--- config.mk ---
export PLATFORM = sky130hd
export DESIGN_NAME = vfc_face_judge
export DESIGN_NICKNAME = d
export VERILOG_FILES = /design/src/design/vfc_pkg.sv /design/src/design/vfc_face_judge.sv
export SDC_FILE = /design/constraint.sdc
export NUM_CORES = 1
export LEC_CHECK = 0
export BUFFER_PORTS_ARGS = -buffer_cell sky130_fd_sc_hd__buf_2
export CAP_MARGIN = 25
export CELL_PAD_IN_SITES_DETAIL_PLACEMENT = 1
export CELL_PAD_IN_SITES_GLOBAL_PLACEMENT = 1
export CORE_MARGIN = 3
export CORE_UTILIZATION = 28
export DETAILED_ROUTE_END_ITERATION = 10
export GPL_TIMING_DRIVEN = 0
export PLACE_DENSITY = 0.92
export SLEW_MARGIN = 40
export SYNTH_ARGS = -nofsm -noshare
export SYNTH_HDL_FRONTEND = slang
export SYNTH_SLANG_ARGS = --single-unit
--- constraint.sdc ---
create_clock -name vclk -period 3.02
set_input_delay 0.151 -clock vclk [all_inputs]
set_output_delay 0.151 -clock vclk [all_outputs]
set_load 0.01 [all_outputs]
--- src/design/vfc_pkg.sv ---
`default_nettype none
package vfc_pkg;

  // request opcodes
  localparam logic [1:0] OP_LOAD_CHUNK = 2'd0;
  localparam logic [1:0] OP_LOAD_WEST  = 2'd1;
  localparam logic [1:0] OP_LOAD_SOUTH = 2'd2;
  localparam logic [1:0] OP_EMIT       = 2'd3;

  // configuration register indexes
  localparam logic [2:0] CFG_AIR       = 3'd0;
  localparam logic [2:0] CFG_WATER     = 3'd1;
  localparam logic [2:0] CFG_UNDEFINED = 3'd2;
  localparam logic [2:0] CFG_WEST      = 3'd3;
  localparam logic [2:0] CFG_SOUTH     = 3'd4;

  // face normal axes
  localparam logic [1:0] AXIS_X = 2'd0;
  localparam logic [1:0] AXIS_Y = 2'd1;
  localparam logic [1:0] AXIS_Z = 2'd2;

  // widest stored block kind
  localparam int KindMax = 16;
  typedef logic [KindMax-1:0] kind_t;

  typedef struct packed {
    logic [1:0] op;
    logic [3:0] cell_x;
    logic [5:0] cell_y;
    logic [3:0] cell_z;
    logic [7:0] block_kind;
  } request_t;

  typedef struct packed {
    logic [3:0]  face_x;
    logic [5:0]  face_y;
    logic [3:0]  face_z;
    logic [1:0]  axis;
    logic        swapped;
    logic [7:0]  solid_kind;
    logic [15:0] face_number;
    logic        last;
  } result_t;

  // transparency codes shared by the face judges
  typedef struct packed {
    logic [7:0] air;
    logic [7:0] water;
    logic [7:0] undefined;
  } codes_t;

  // outcome for one boundary
  typedef struct packed {
    logic  found;
    logic  swapped;
    kind_t kind;
  } face_t;

endpackage
`default_nettype wire

--- src/design/vfc_face_judge.sv ---
`default_nettype none
module vfc_face_judge (
  input  wire vfc_pkg::codes_t codes,
  input  wire vfc_pkg::kind_t  center,
  input  wire vfc_pkg::kind_t  nbr,
  input  wire logic            border,
  input  wire logic            present,
  input  wire logic            invert,
  output vfc_pkg::face_t       face
);

  logic cell_clear, cell_solid, nbr_clear, nbr_solid;

  // transparency classes
  assign cell_clear = (center == vfc_pkg::kind_t'(codes.air)) ||
                      (center == vfc_pkg::kind_t'(codes.water));
  assign cell_solid = !cell_clear && (center != vfc_pkg::kind_t'(codes.undefined));
  assign nbr_clear  = (nbr == vfc_pkg::kind_t'(codes.air)) ||
                      (nbr == vfc_pkg::kind_t'(codes.water));
  assign nbr_solid  = !nbr_clear && (nbr != vfc_pkg::kind_t'(codes.undefined));

  // across a chunk border only a clear cell facing a solid plane cell counts
  always_comb begin
    face.found   = 1'b0;
    face.swapped = 1'b0;
    face.kind    = nbr;
    if (!border || present) begin
      if (cell_clear && nbr_solid) begin
        face.found   = 1'b1;
        face.swapped = !invert;
        face.kind    = nbr;
      end else if (!border && nbr_clear && cell_solid) begin
        face.found   = 1'b1;
        face.swapped = invert;
        face.kind    = center;
      end
    end
  end

endmodule
`default_nettype wire

==> impl_metrics.env <==
export IMPL_status="complete, no violations"
export IMPL_synth_area_per_cell_um2=8.46
export IMPL_clkbuf_count=0
export IMPL_grt_overflow=0
export IMPL_coreArea_mm2=0.00278
export IMPL_hold_path_class="input port to output port"
export IMPL_layout_drive_gt1_share_pct=54.9
export IMPL_die_height_um=60.4
export IMPL_grt_pass1_wl_mm=4.77
export IMPL_hold_slack_ns=0.579
export IMPL_yosysWarnings=0
export IMPL_num_rows=19
export IMPL_final_util_pct=45.1
export IMPL_via_count=1022
export IMPL_ff_latch_area_um2=0
export IMPL_end_kind="output port"
export IMPL_start_util_pct=29.8
export IMPL_antenna_found_initial=0
export IMPL_fin_setup_tns_ns=0
export IMPL_syn_instance_count=98
export IMPL_drt_wl_total_mm=3.06
export IMPL_synth_common_cells="xor2_1 (32), xnor2_1 (16), nor4_1 (10)"
export IMPL_drtIter0Drc=14
export IMPL_syn2layout_area_growth_pct=51.1
export IMPL_ant_nets=0
export IMPL_vdd_drop_max_v=0.0000614
export IMPL_n_antenna_cell=0
export IMPL_routedWlPerCell_um=14.8
export IMPL_critPathArrivalTime_ns=2.24
export IMPL_io_pins=77
export IMPL_fin_crit_ns=2.39
export IMPL_grt_pass1_vias=1138
export IMPL_wl_met1_mm=1.10
export IMPL_post_cts_buffers=0
export IMPL_pwr_density_cell_mw_per_mm2=125
export IMPL_multiInputGateArea_um2=798
export IMPL_viasPerCell=4.96
export IMPL_layout_cells_non_filler=206
export IMPL_crit_type="input port to output port"
export IMPL_setup_viol=0
export IMPL_hold_viol_final=0
export IMPL_cp_cell_sequence="buf_2 -> xor2_1 -> nor4_1 -> a22oi_1 -> nor3_4 -> and3_1 -> buf_6 -> buf_12 -> mux2_4 -> buf_2"
export IMPL_crit_fanout=10
export IMPL_place_ws_ns=0.621
export IMPL_synth_nets=157
export IMPL_grt_setup_unrepaired="no"
export IMPL_die_width_um=60.4
export IMPL_dpl_hpwl_mm=2.82
export IMPL_design_seq_count=0
export IMPL_port_buffers=77
export IMPL_dpl_instance_area_mm2=0.00125
export IMPL_yosysMostFrequentCell="xor2_1"
export IMPL_finalPower_mw=0.156
export IMPL_route_met3_wl_um=340
export IMPL_top_layer="met4"
export IMPL_worst_slew_pin_slew_ns=0.395
export IMPL_design_area_mm2=0.00125
export IMPL_fin_crit_sh_pct=79.2
export IMPL_grt_max_degree=11
export IMPL_postCtsHoldBufs=0
export IMPL_slew_headroom_pct=73.7
export IMPL_crit_path_frequent_cell="buf_2"
export IMPL_placed_cells=206
export IMPL_max_stage_delay_ns=0.36
export IMPL_drtPass1Iterations=2
export IMPL_layout_setup_ws_ns=0.629
export IMPL_critPathRequiredTime_ns=2.87
export IMPL_fmax_ghz=0.418
export IMPL_drc=0
export IMPL_maxCapViolations=0
export IMPL_synth_area_leaders="xor2_1 (34%), xnor2_1 (17%), mux2_4 (9.0%), a21o_2 (8.4%), nor4_1 (7.5%)"
export IMPL_leakage_nw=0.620
export IMPL_synth_cell_type_count=22
export IMPL_slew_viol_final=0
export IMPL_ys_seq_area_share_pct=0
export IMPL_yosysTopAreaCell="xor2_1"
export IMPL_track_usage_pct=16.7
export IMPL_start_kind="input port"
export IMPL_final_nets=236
export IMPL_fillers=384
export IMPL_slowest_stage="nor4_1"
export IMPL_gp_congestion=0.771
export IMPL_postCtsResizedCells=0
export IMPL_route_met2_wl_mm=1.59
export IMPL_synthDominantCellAreaShare_pct=33.8
export IMPL_syn_area_um2=830
export IMPL_die_area_mm2=0.00365
[path summary, 6_finish.rpt]
check,cells after the start,start,end,slack [ns]
max,10,nbr[1],face[6],0.63
min,3,nbr[10],face[10],0.58
[where the power goes]
part / total (mW) / switching [mW] / internal [mW]
sequential: 0 / 0 / 0
combinational: 0.156 / 0.0764 / 0.0801
clock: 0 / 0 / 0
[cell usage in the layout (no fill, tap or decap), drive strengths merged, types with 2 or more instances in the layout]
master and n:
nor3 2, or4 2, a21o 8, nand2 3, xnor2 16, mux2 8, a21oi 2, nor4 10
nand4 5, xor2 32, buf 79
[routing by layer]
metal / vias to the layer above / GRT usage [%]
li1: 510 / -
met1: 459 / 19.0
met2: 51 / 32.7
met3: 2 / 3.83
met4: 0 / 1.24
met5: - / 0
[kinds of logic (layout without fill, tap and decap cells)]
kind of cell    count (synthesis)  after routing  share of synthesized area [%]
mux                             8              8                           13.1
simple gates                   28             28                           21.1
xor+xnor                       48             48                           50.7
compound gates                 12             12                           11.3
buf+inv                         2             79                           3.77
[layout make-up]
| cell class | instances | share of cell area, % |
|---|---|---|
| multi-input cells | 96 | 63.7 |
| repair buffers | 77 | 30.7 |
| well taps | 31 | 3.09 |
| plain buffers | 2 | 2.50 |
[critical path, delay by kind of cell]
family | cells | cell delay [ns]
AOI/OAI and AO/OA | 1 | 0.21
xor gates and xnor gates | 1 | 0.18
muxes | 1 | 0.29
buffers and inverters | 4 | 0.53
and+or+nand+nor | 3 | 0.88
Note: power is estimated with default switching activity, not from simulation.
